File: src/hdl/kli_pkg.sv
// Shared constants, command and status types for the keyframe interpolator.
// No dependencies; compile first.
package kli_pkg;

  localparam int MAX_KEYS  = 64;
  localparam int KEY_WORDS = 14;
  localparam int NUM_COMP  = 13;
  localparam int DATA_W    = 32;
  localparam int LANE_W    = 4;
  localparam int COMP_W    = 4;
  localparam int FRAC_W    = 16;
  localparam int KEY_W     = $clog2(MAX_KEYS);
  localparam int CNT_W     = $clog2(MAX_KEYS + 1);
  localparam int MEM_DEPTH = MAX_KEYS * KEY_WORDS;
  localparam int ADDR_W    = $clog2(MEM_DEPTH);
  localparam int DIV_CNT_W = $clog2(FRAC_W);

  localparam logic KIND_LOAD  = 1'b0;
  localparam logic KIND_QUERY = 1'b1;

  localparam logic [LANE_W-1:0] LANE_TIME   = LANE_W'(0);
  localparam logic [LANE_W-1:0] LANE_APPEND = LANE_W'(KEY_WORDS - 1);

  typedef enum logic [1:0] {
    EMIT_ACK  = 2'd0,
    EMIT_NF   = 2'd1,
    EMIT_COMP = 2'd2
  } emit_t;

  typedef struct packed {
    logic              load;
    logic              mem_rd;
    logic [KEY_W-1:0]  rd_key;
    logic [LANE_W-1:0] rd_lane;
    logic              save_q;
    logic              scan_next;
    logic              span_init;
    logic              clr_frac;
    logic              div_step;
    logic              latch_a;
    logic              mul;
    logic              emit;
    emit_t             emit_sel;
    logic [COMP_W-1:0] comp;
    logic              last;
  } kli_cmd_t;

  typedef struct packed {
    logic             out_free;
    logic             count_zero;
    logic             greater;
    logic [CNT_W-1:0] count;
  } kli_stat_t;

endpackage

File: src/hdl/kli_ctrl.sv
// Sequencer for loads and queries: scan, divide, per-component read/multiply/emit.
// Depends on kli_pkg.
module kli_ctrl (
  input  logic              clk,
  input  logic              rst_n,
  input  logic              in_tvalid,
  input  logic              in_kind,
  output logic              in_tready,
  input  kli_pkg::kli_stat_t stat,
  output kli_pkg::kli_cmd_t  cmd
);
  import kli_pkg::*;

  typedef enum logic [9:0] {
    S_IDLE = 10'b0000000001,
    S_LACK = 10'b0000000010,
    S_NF   = 10'b0000000100,
    S_SRD  = 10'b0000001000,
    S_SCMP = 10'b0000010000,
    S_DIV  = 10'b0000100000,
    S_ARD  = 10'b0001000000,
    S_BRD  = 10'b0010000000,
    S_MUL  = 10'b0100000000,
    S_EMIT = 10'b1000000000
  } state_t;

  state_t                 state_r, state_nxt;
  logic [KEY_W-1:0]       idx_r, idx_nxt;
  logic [KEY_W-1:0]       sk_r, sk_nxt;
  logic [KEY_W-1:0]       ek_r, ek_nxt;
  logic [COMP_W-1:0]      comp_r, comp_nxt;
  logic [DIV_CNT_W-1:0]   dcnt_r, dcnt_nxt;

  always_ff @(posedge clk) begin
    if (!rst_n) begin
      state_r <= S_IDLE;
    end else begin
      state_r <= state_nxt;
    end
    idx_r  <= idx_nxt;
    sk_r   <= sk_nxt;
    ek_r   <= ek_nxt;
    comp_r <= comp_nxt;
    dcnt_r <= dcnt_nxt;
  end

  always_comb begin
    state_nxt = state_r;
    idx_nxt   = idx_r;
    sk_nxt    = sk_r;
    ek_nxt    = ek_r;
    comp_nxt  = comp_r;
    dcnt_nxt  = dcnt_r;
    in_tready = 1'b0;
    cmd       = '0;
    cmd.emit_sel = EMIT_ACK;
    cmd.comp  = comp_r;
    cmd.last  = (comp_r == COMP_W'(NUM_COMP - 1));
    case (state_r)
      S_IDLE: begin
        in_tready = 1'b1;
        if (in_tvalid) begin
          if (in_kind == KIND_LOAD) begin
            cmd.load  = 1'b1;
            state_nxt = S_LACK;
          end else begin
            cmd.save_q = 1'b1;
            idx_nxt    = '0;
            state_nxt  = stat.count_zero ? S_NF : S_SRD;
          end
        end
      end
      S_LACK: begin
        if (stat.out_free) begin
          cmd.emit     = 1'b1;
          cmd.emit_sel = EMIT_ACK;
          state_nxt    = S_IDLE;
        end
      end
      S_NF: begin
        if (stat.out_free) begin
          cmd.emit     = 1'b1;
          cmd.emit_sel = EMIT_NF;
          state_nxt    = S_IDLE;
        end
      end
      S_SRD: begin
        cmd.mem_rd  = 1'b1;
        cmd.rd_key  = idx_r;
        cmd.rd_lane = LANE_TIME;
        state_nxt   = S_SCMP;
      end
      S_SCMP: begin
        comp_nxt = '0;
        if (stat.greater) begin
          if (idx_r == '0) begin
            // clamp: span of key 0 to itself with zero fraction
            cmd.clr_frac = 1'b1;
            sk_nxt       = '0;
            ek_nxt       = '0;
            state_nxt    = S_ARD;
          end else begin
            cmd.span_init = 1'b1;
            sk_nxt        = idx_r - KEY_W'(1);
            ek_nxt        = idx_r;
            dcnt_nxt      = '0;
            state_nxt     = S_DIV;
          end
        end else begin
          cmd.scan_next = 1'b1;
          if ({1'b0, idx_r} == CNT_W'(stat.count - CNT_W'(1))) begin
            state_nxt = S_NF;
          end else begin
            idx_nxt   = idx_r + KEY_W'(1);
            state_nxt = S_SRD;
          end
        end
      end
      S_DIV: begin
        cmd.div_step = 1'b1;
        dcnt_nxt     = dcnt_r + DIV_CNT_W'(1);
        if (dcnt_r == DIV_CNT_W'(FRAC_W - 1)) begin
          state_nxt = S_ARD;
        end
      end
      S_ARD: begin
        cmd.mem_rd  = 1'b1;
        cmd.rd_key  = sk_r;
        cmd.rd_lane = LANE_W'(comp_r) + LANE_W'(1);
        state_nxt   = S_BRD;
      end
      S_BRD: begin
        cmd.mem_rd  = 1'b1;
        cmd.rd_key  = ek_r;
        cmd.rd_lane = LANE_W'(comp_r) + LANE_W'(1);
        cmd.latch_a = 1'b1;
        state_nxt   = S_MUL;
      end
      S_MUL: begin
        cmd.mul   = 1'b1;
        state_nxt = S_EMIT;
      end
      S_EMIT: begin
        if (stat.out_free) begin
          cmd.emit     = 1'b1;
          cmd.emit_sel = EMIT_COMP;
          if (comp_r == COMP_W'(NUM_COMP - 1)) begin
            state_nxt = S_IDLE;
          end else begin
            comp_nxt  = comp_r + COMP_W'(1);
            state_nxt = S_ARD;
          end
        end
      end
      default: begin
        state_nxt = S_IDLE;
      end
    endcase
  end

endmodule

File: config.mk
export PLATFORM = sky130hd
export DESIGN_NAME = kli_ctrl
export DESIGN_NICKNAME = d
export VERILOG_FILES = /design/src/hdl/kli_pkg.sv /design/src/hdl/kli_ctrl.sv
export SDC_FILE = /design/constraint.sdc
export NUM_CORES = 1
export LEC_CHECK = 0
export ABC_AREA = 1
export BUFFER_PORTS_ARGS = -buffer_cell sky130_fd_sc_hd__clkbuf_2
export CORE_AREA = 8 8 88 90
export CTS_BUF_LIST = sky130_fd_sc_hd__clkbuf_8
export DETAILED_ROUTE_END_ITERATION = 10
export DIE_AREA = 0 0 96 98
export HOLD_SLACK_MARGIN = 0.15
export PLACE_DENSITY = 0.64
export SETUP_SLACK_MARGIN = 0.2
export SYNTH_ARGS = -nofsm -noshare
export SYNTH_HDL_FRONTEND = slang
export SYNTH_SLANG_ARGS = --single-unit
File: constraint.sdc
create_clock -name clk -period 1.7 [get_ports clk]
set_input_delay 0.34 -clock clk [delete_from_list [all_inputs] [get_ports clk]]
set_output_delay 0.34 -clock clk [all_outputs]
set_load 0.02 [all_outputs]
## After elaboration in Yosys (flattened, before gate mapping)

Index checks and enable logic that the tools add are counted.

| word-level totals | value |
|---|---|
| register bits after elaboration | 36 |
| latch bits | 0 |
| bits in writable memories | 0 |
| ROM bits | 0 |
| bits of input ports | 14 |
| output and inout port bits | 28 |
| logic and storage cells | 86 |
| memories kept | 0 |

| operators by class | value |
|---|---|
| add/subtract/negate cells | 5 |
| multiply operators | 0 |
| div/mod/pow operators | 0 |
| order comparisons | 0 |
| equal/unequal tests | 23 |
| shift-type cells | 0 |
| mux-type cells | 42 |
| bitwise operators | 0 |
| reduce and logical (&&, ||, !) cells | 10 |

Operators with widths:

| operator | count |
|---|---|
| 10-bit case mux with 9 select lines | 1 |
| 10-bit two-way mux | 5 |
| 11-bit case mux with 3 select lines | 1 |
| 4-bit two-way mux | 7 |
| 6-bit two-way mux | 4 |
| 2-bit inequality test (second input constant) | 9 |
| 4-bit case mux with 2 select lines | 2 |
| 7-bit two-way mux | 2 |
| 1-bit two-way mux | 13 |
| 3-bit two-way mux | 4 |
| 6-bit case mux with 2 select lines | 1 |
| 10-bit by 1-bit == test with 1-bit output (second input constant) | 1 |
| 10-bit == test (second input constant) | 1 |
| 10-bit by 2-bit == test with 1-bit output (second input constant) | 1 |
| 10-bit by 3-bit == test with 1-bit output (second input constant) | 1 |
| 10-bit by 4-bit == test with 1-bit output (second input constant) | 1 |
| 10-bit by 5-bit == test with 1-bit output (second input constant) | 1 |
| 10-bit by 6-bit == test with 1-bit output (second input constant) | 1 |
| 10-bit by 7-bit == test with 1-bit output (second input constant) | 1 |
| 10-bit by 8-bit == test with 1-bit output (second input constant) | 1 |
| 10-bit by 9-bit == test with 1-bit output (second input constant) | 1 |
| 3-bit case mux with 3 select lines | 1 |
| 4-bit by 1-bit adder with 4-bit output (second input constant) | 2 |
| 4-bit == test (second input constant) | 2 |
| other kinds (13) | 16 |

## Longest topological paths before layout

Gate-level depths: netlist of run 1.

| depth | value |
|---|---|
| depth in word-level cells | 5 |
| depth in mapped cells | 13 |
| depth with buffers taken out | 13 |

## Worst setup path after synthesis of run 1

OpenSTA, ideal clock, no wires.

| path | value |
|---|---|
| path type | reg-to-reg |
| from | register idx_r[0] |
| to | register dcnt_r[0], enable pin |
| setup time | 307 ps |
| arrival | 1592 ps |
| required time | 1393 ps |
| slack | -199 ps |
| cell stages (with the launch flop) | 12 |
| path buffers | 0 |
| period minus slack after synthesis | 1899 ps |
| path through | edfxtp_1 > inv_2 > ha_1 > nand2_1 > inv_2 > nand2_1 > nor2_1 > nand2_1 > inv_2 > nor2_2 > inv_2 > nand2_1 |

| on the way | value |
|---|---|
| cells in the longest elaborated chain, start to end | 3 |

Ends and longest elaborated chain:

| item | RTL line | source |
|---|---|---|
| start, declared | kli_ctrl.sv:28 | `logic [KEY_W-1:0] idx_r, idx_nxt;` |
| start signal, assigned | kli_ctrl.sv:40 | `idx_r <= idx_nxt;` |
| 6-bit logical NOT | kli_ctrl.sv:96 | `if (idx_r == '0) begin` |
| 2-bit inequality test (no source line) | - |  |
| 3-bit AND reduction (no source line) | - |  |
| end signal, assigned | kli_ctrl.sv:44 | `dcnt_r <= dcnt_nxt;` |
| end, declared | kli_ctrl.sv:32 | `logic [DIV_CNT_W-1:0] dcnt_r, dcnt_nxt;` |

No other way between the ends.
A chain may end at the register's enable or synchronous reset.

==> results of run 1 <==
-- per-stage QoR --
| stage | area (um^2) | setup WS, ps | power [W] | hold slack [ps] | std cells |
|---|---|---|---|---|---|
| 2_1_floorplan | 2560 | 27.5 | 0.00261 | 409 | 322 |
| 3_3_place_gp | 3080 | -56.6 | 0.00320 | 501 | 467 |
| 3_5_place_dp | 3080 | -87.5 | 0.00323 | 504 | 467 |
| 4_1_cts | 3710 | -264 | 0.00418 | 296 | 501 |
| 5_1_grt | 3940 | -400 | 0.00465 | 312 | 513 |
| 6_report | 3940 | -313 | 0.00439 | 301 | 513 |
-- registers in the layout (all words and copies together), names as in the netlist --
name	count
state_r	10
ek_r	6
idx_r	6
sk_r	6
comp_r	4
dcnt_r	4
-- tightest hold or removal path, stage by stage --
cell      delay [ps]
clkbuf_2          90
o21ai_1           60
nand2_1           50
nor2_1            30
-- metal layers --
| metal | routed length, um | vias to the layer above | GRT usage [%] | part of all wire [%] |
|---|---|---|---|---|
| met1 | 2820 | 1131 | 16.4 | 40 |
| met2 | 3880 | 43 | 27.3 | 55 |
| met5 | 0 | - | 0 | 0 |
| met3 | 261 | 13 | 2.84 | 3.7 |
| li1 | - | 1231 | - | - |
| met4 | 119 | 0 | 4.62 | 1.7 |
-- final timing paths --
check / end / depth (start not counted) / from / slack [ps]
setup / recovery: cmd[13] / 8 / state_r[3]$_SDFFE_PN0P_ / -310
hold / removal: state_r[3]$_SDFFE_PN0P_ / 4 / stat[8] / 300
setup reg to reg: idx_r[1]$_SDFFCE_PP0P_ / 12 / state_r[3]$_SDFFE_PN0P_ / -270
hold reg to reg: state_r[1]$_SDFFE_PN0P_ / 2 / state_r[1]$_SDFFE_PN0P_ / 530
-- cell usage in the layout, fill, tap and decap left out, types with 15 or more instances in the layout --
| cell | n |
|---|---|
| nor2_4 | 19 |
| buf_6 | 18 |
| nand2_1 | 65 |
| edfxtp_1 | 26 |
| inv_1 | 36 |
| clkbuf_2 | 18 |
| nand2_4 | 15 |
| nor2_1 | 27 |
| inv_2 | 16 |
| buf_4 | 53 |
| nand3_1 | 18 |
-- power by group --
group | switching [W] | leakage, nW | internal (W) | total, W
Clock | 0.000321 | 0.0482 | 0.000274 | 0.000595
Sequential | 0.000123 | 0.332 | 0.00114 | 0.00126
Combinational | 0.00142 | 1.47 | 0.00112 | 0.00254
-- cell families after synthesis --
kind of cell | count (synthesis) | synth area share, %
and+or+nand+nor | 187 | 38.7
xor gates and xnor gates | 6 | 2.15
DFF | 36 | 40.2
adders and majority gates | 6 | 3.08
buffers and inverters | 64 | 9.89
AOI/OAI and AO/OA | 23 | 5.95
-- cell type report --
class / instances / share of cell area (%)
Clock buffer: 5 / 1.75
Clock inverter: 3 / 0.286
Inverter: 58 / 6.38
Multi-Input combinational cell: 222 / 38.9
Sequential cell: 36 / 25.2
Tap cell: 80 / 2.54
Timing Repair Buffer: 109 / 24.9
-- repair_timing --
item / 4_1_cts / 5_1_grt
gates cloned: 1 / 0
buffers inserted: 25 / 12
gates resized for setup: 90 / 53
endpoints found under the setup margin: 63 / 74
pin swaps: 32 / 18
==> impl_results.md, run 1 <==
* Row count at 30
* Maximum VDD drop at 1.24 mV
* Top cells by area, synth: edfxtp_1 (32%), nand2_1 (12%), dfxtp_1 (8.2%)
* Residual DRC at 0
* Clock skew at between 7 and 8 ps
* Worst Path Required at between 1000 and 1500 ps
* RSZ-0062 raised after global routing: true
* Die width at 96 um
* Status: complete, but fails checks
* Hold Path Class: in2reg
* Synthesized area at 2440 um^2
* Most frequent CP cell: nor2_4
* Slew margin rel. at 74.7%
* Vias at around 2400
* Chip Height at 98 um
* Util after Layout at 60.7%
* Drt first pass iters at 4
* Final worst slack at -313 ps
* # setup viols final at between 60 and 70
* Wire length per cell at 13.8 um
* Most common cell in the synthesized netlist: nand2_1
* Total CTS buffers at 5
* Number of global-route vias before repair at between 2000 and 2500
* Boundary Pins at 42
* Asr flop ratio synth at 0%
* Final hold violation count at 0
* Max Root-Sink Buffers at 2
* Final WL at between 7 and 8 mm
* Post-layout nets at 452
* Leakage at between 1.5 and 2 nW
* Crit path max-delay cell type: dfxtp_2
* Worst-Margin Slew at 376 ps
* Setup tns final at -10900 ps
* Worst Path Buf+Inv at 4
* Power per standard cell area at 1110 nW/um^2
* Seq cells post-synth at 36
* Antenna-violating nets left at 0
* Synth-to-layout area growth at 61.5%
* Cells along the critical path: nor2_4 > nand2_4 > buf_4 > nor3_4 > buf_6 > inv_8 > nor2_4 > buf_8
* Core Box Area at 6490 um^2
* CTS Sinks at 36
* Clock transition at the registers of the reported paths at ~80 ps
* Critical path data arrival time at 1670 ps
* Top Family by Delay on Critical Path: simple AND/OR/NAND/NOR gates
* Clk Latency, worst-skew pair at around 290 ps
* Initial antenna violation count at 0
* Slew Viols, Final at 0
* HPWL Detailed at 4.65 mm
* Mapped Cells at 322
* Average size of a mapped cell at 7.58 um^2
* GPL Wtd Cong at between 0.8 and 0.9
* Ys flop type: edfxtp_1
* Full die area at 9410 um^2
* EDFF count, synth at 26
* Crit path capture type: primary output
* Global route overflow at 0
* Max Freq at 0.497 GHz
* Ys Warns at 0
* Top cells by count, synth: nand2_1 (81), inv_1 (44), nor2_1 (43)
* H-tree levels at 2
* Period minus WS final at 2010 ps
* Initial Util at roughly 38%
* Share of cells above drive strength 1 at 53.1%
* Largest net degree at the start of global routing at 11
* Post-synth top area cell: edfxtp_1
* CTS tree: done
* Reg area at just under 1000 um^2
* # hold bufs at CTS at 0
* Seq/Total Area, Yosys at 40.2%
* Routed vias/inst at ~4.7
* Initial DRC count at 64
* Clk root buf: clkbuf_8
* Yosys top cell area share at 32.0%
* Failing checks: negative setup slack
* Final Cycle Share at 118%
* N_diodes at 0
* Max_cap viols at 0
* Worst setup SP type: flip-flop
* IO buf count at 41
* First-pass GRT wire length at 11.1 mm
* Distinct cells, synth at 32
* Kind of critical path: reg2out
* Syn nets at between 300 and 400
* Area of the multi-input gates at roughly 1500 um^2
* Fill count at 555
* Worst-path fanout max at 4
* Total track usage at 14.9%
* CP max stage delay at 340 ps
Note: power is estimated with default switching activity, not from simulation.
==> run 2: changes to the inputs <==
--- a/config.mk
+++ b/config.mk
@@ -12,7 +12,7 @@
 export DETAILED_ROUTE_END_ITERATION = 10
 export DIE_AREA = 0 0 96 98
 export HOLD_SLACK_MARGIN = 0.15
-export PLACE_DENSITY = 0.64
+export RECOVER_POWER = 50
 export SETUP_SLACK_MARGIN = 0.2
 export SYNTH_ARGS = -nofsm -noshare
 export SYNTH_HDL_FRONTEND = slang
==> run 2 against run 1 <==
  * The run still ends with negative setup slack left
  * First-iteration DRC count is 95% higher
  * Cell area is 3.0% higher
  * Clock-buffer cell count unchanged
  * Flip-flop and latch count did not move
  * Die area did not move
  * Register-to-register slack gained 40 ps
  * Utilization grew 1.8 points
  * Sequential power about the same
  * Non-clock buffer count decreased by 1
  * Fmax increased by 0.88%
  * Critical path type unchanged
  * Highest routed layer unchanged
==> impl_results.md, run 2 (synthesis gave the netlist of run 1 again) <==
* Status: complete, but fails checks
* Failing checks: negative setup slack
* Total track usage at between 10 and 15%
* Wire length per cell at 14.0 um
* Most frequent cells in the layout: nand2_1 (58), buf_4 (50), inv_1 (35)
* Max Root-Sink Buffers at 2
* Period minus WS final at ~2000 ps
* IO buf count at 41
* Total power at 0.00470 W
* Critical path data arrival time at 1660 ps
* Clock transition at the registers of the reported paths at 80 ps
* Cells along the critical path: nor2_4 > nand2_4 > inv_4 > nand4_1 > buf_6 > buf_4 > nand3_2 > clkbuf_8
* GPL Wtd Cong at slightly below 0.8
* Post-layout nets at 451
* Combinational share of power at 57.1%
* Boundary Pins at 42
* Global route overflow at 0
* Maximum VDD drop at ~0.6 mV
* Drt first pass iters at 4
* Hold Path Class: in2reg
* Clock power frac at ~16%
* Reg area at 996 um^2
* Setup tns final at -6760 ps
* Max_cap viols at 0
* Final WL at between 7 and 8 mm
* HPWL Detailed at 4.65 mm
* Die width at 96 um
* Number of global-route vias before repair at 2360
* Final worst slack at -296 ps
* Largest net degree at the start of global routing at 13
* # hold bufs at CTS at 0
* Worst-Margin Slew at ~380 ps
* Internal at 0.00277 W
* Initial DRC count at 125
* H-tree levels at 2
* Core Box Area at 6490 um^2
* CTS tree: done
* Vias at 2464
* Row count at 30
* Power per standard cell area at 1160 nW/um^2
* Initial Util at 37.6%
* Most common cell after layout, fill and taps aside: nand2_1
* Full die area at 9410 um^2
* NetSw at 0.00193 W
* N_diodes at 0
* Crit path capture type: primary output
* Share of cells above drive strength 1 at a little over half
* Worst Path Buf+Inv at 4
* Chip Height at 98 um
* Crit path max-delay cell type: dfxtp_4
* Reg2reg path depth at 15
* Largest register by flop count: state_r
* First-pass GRT wire length at 10.9 mm
* Worst setup SP type: flip-flop
* Clk Latency, worst-skew pair at 300 ps
* Antenna-violating nets left at 0
* Largest register FFs at 10
* Max Freq at 0.501 GHz
* CP max stage delay at 360 ps
* Sw frac at 41.0%
* Area of the multi-input gates at 1600 um^2
* Total CTS buffers at 5
* Finished Cell Area at 4060 um^2
* RSZ-0062 raised after global routing: true
* Routed vias/inst at 4.81
* Worst Path Required at around 1400 ps
* Reg power frac at a little over a quarter
* Final hold violation count at 0
* Fill count at 520
* Final Cycle Share at 117%
* Slew Viols, Final at 0
* Kind of critical path: reg2out
* Residual DRC at 0
* # setup viols final at 54
* Clock skew at 12.3 ps
* Pre-CTS setup slack at -83.1 ps
* Worst-path fanout max at 5
* Top Family by Delay on Critical Path: buffers and inverters
* Initial antenna violation count at 0
* Slew margin rel. at approximately three quarters
* CTS Sinks at 36
* Area of placed instances at 3080 um^2
* Synth-to-layout area growth at 66.3%
* Leakage at roughly 1.9 nW
* Crit path depth at 8
* Worst Hold Path Cells at 4
* Clk root buf: clkbuf_8
## run 2: area by class of cell
cell class | instances | share of cell area [%]
multi-input combinational | 222 | 39.3
sequential | 36 | 24.5
timing repair buffer | 108 | 24.5
inverter | 58 | 6.47
tap | 80 | 2.47
clock buffer | 5 | 1.69
clock inverter | 3 | 1.05
## run 2: worst reg2reg max path: stages, from the launching register on
cell     delay, ps
dfxtp_4        360
nor2_4         130
nand2_4        110
buf_4          160
buf_6          110
nor2_4         100
nand2_4         80
buf_4          150
nand2_1         60
nor2_1          50
nand2_1        120
nor2_4          60
nor2_8         140
nand2_1         80
nand2_1         60
nand2_1         40
## run 2: path summary, 6_finish.rpt
| check | slack (ps) | to | start |
|---|---|---|---|
| worst max-delay path | -300 | cmd[25] | state_r[1]$_SDFFE_PN0P_ |
| worst min-delay path | 300 | state_r[3]$_SDFFE_PN0P_ | stat[8] |
| worst max register to register | -230 | state_r[0]$_SDFFE_PN1P_ | state_r[1]$_SDFFE_PN0P_ |
| worst min register to register | 520 | state_r[1]$_SDFFE_PN0P_ | state_r[1]$_SDFFE_PN0P_ |
## run 2: timing repair
item / CTS / global route
gates cloned: 1 / 0
setup buffers: 21 / 15
endpoints found under the setup margin: 63 / 76
pin swaps: 23 / 22
gates resized for setup: 91 / 89
## run 2: through the flow
stage | utilization [%] | hold WS [ps] | instances
2_1_floorplan | - | 409 | 322
3_3_place_gp | 47.4 | 504 | 467
3_5_place_dp | 47.4 | 498 | 467
4_1_cts | 57.0 | 304 | 497
5_1_grt | 62.5 | 331 | 512
6_report | 62.5 | 302 | 512
## run 2: power by group through the flow
stage,logic (W),clock network [W],registers (W)
3_5_place_dp,0.00192,0,0.00127
6_report,0.00268,0.000758,0.00126
2_1_floorplan,0.00134,0,0.00127
3_3_place_gp,0.00189,0,0.00127
4_1_cts,0.00238,0.000759,0.00126
5_1_grt,0.00290,0.000800,0.00128
## run 2: routing by layer
layer  track usage, %  vias up  share of wire, %
met5                0        -                 0
met4             4.85        0               2.3
met3             2.99       14               4.9
met2             23.6       64                51
met1             18.2     1151                42
li1                 -     1235                 -
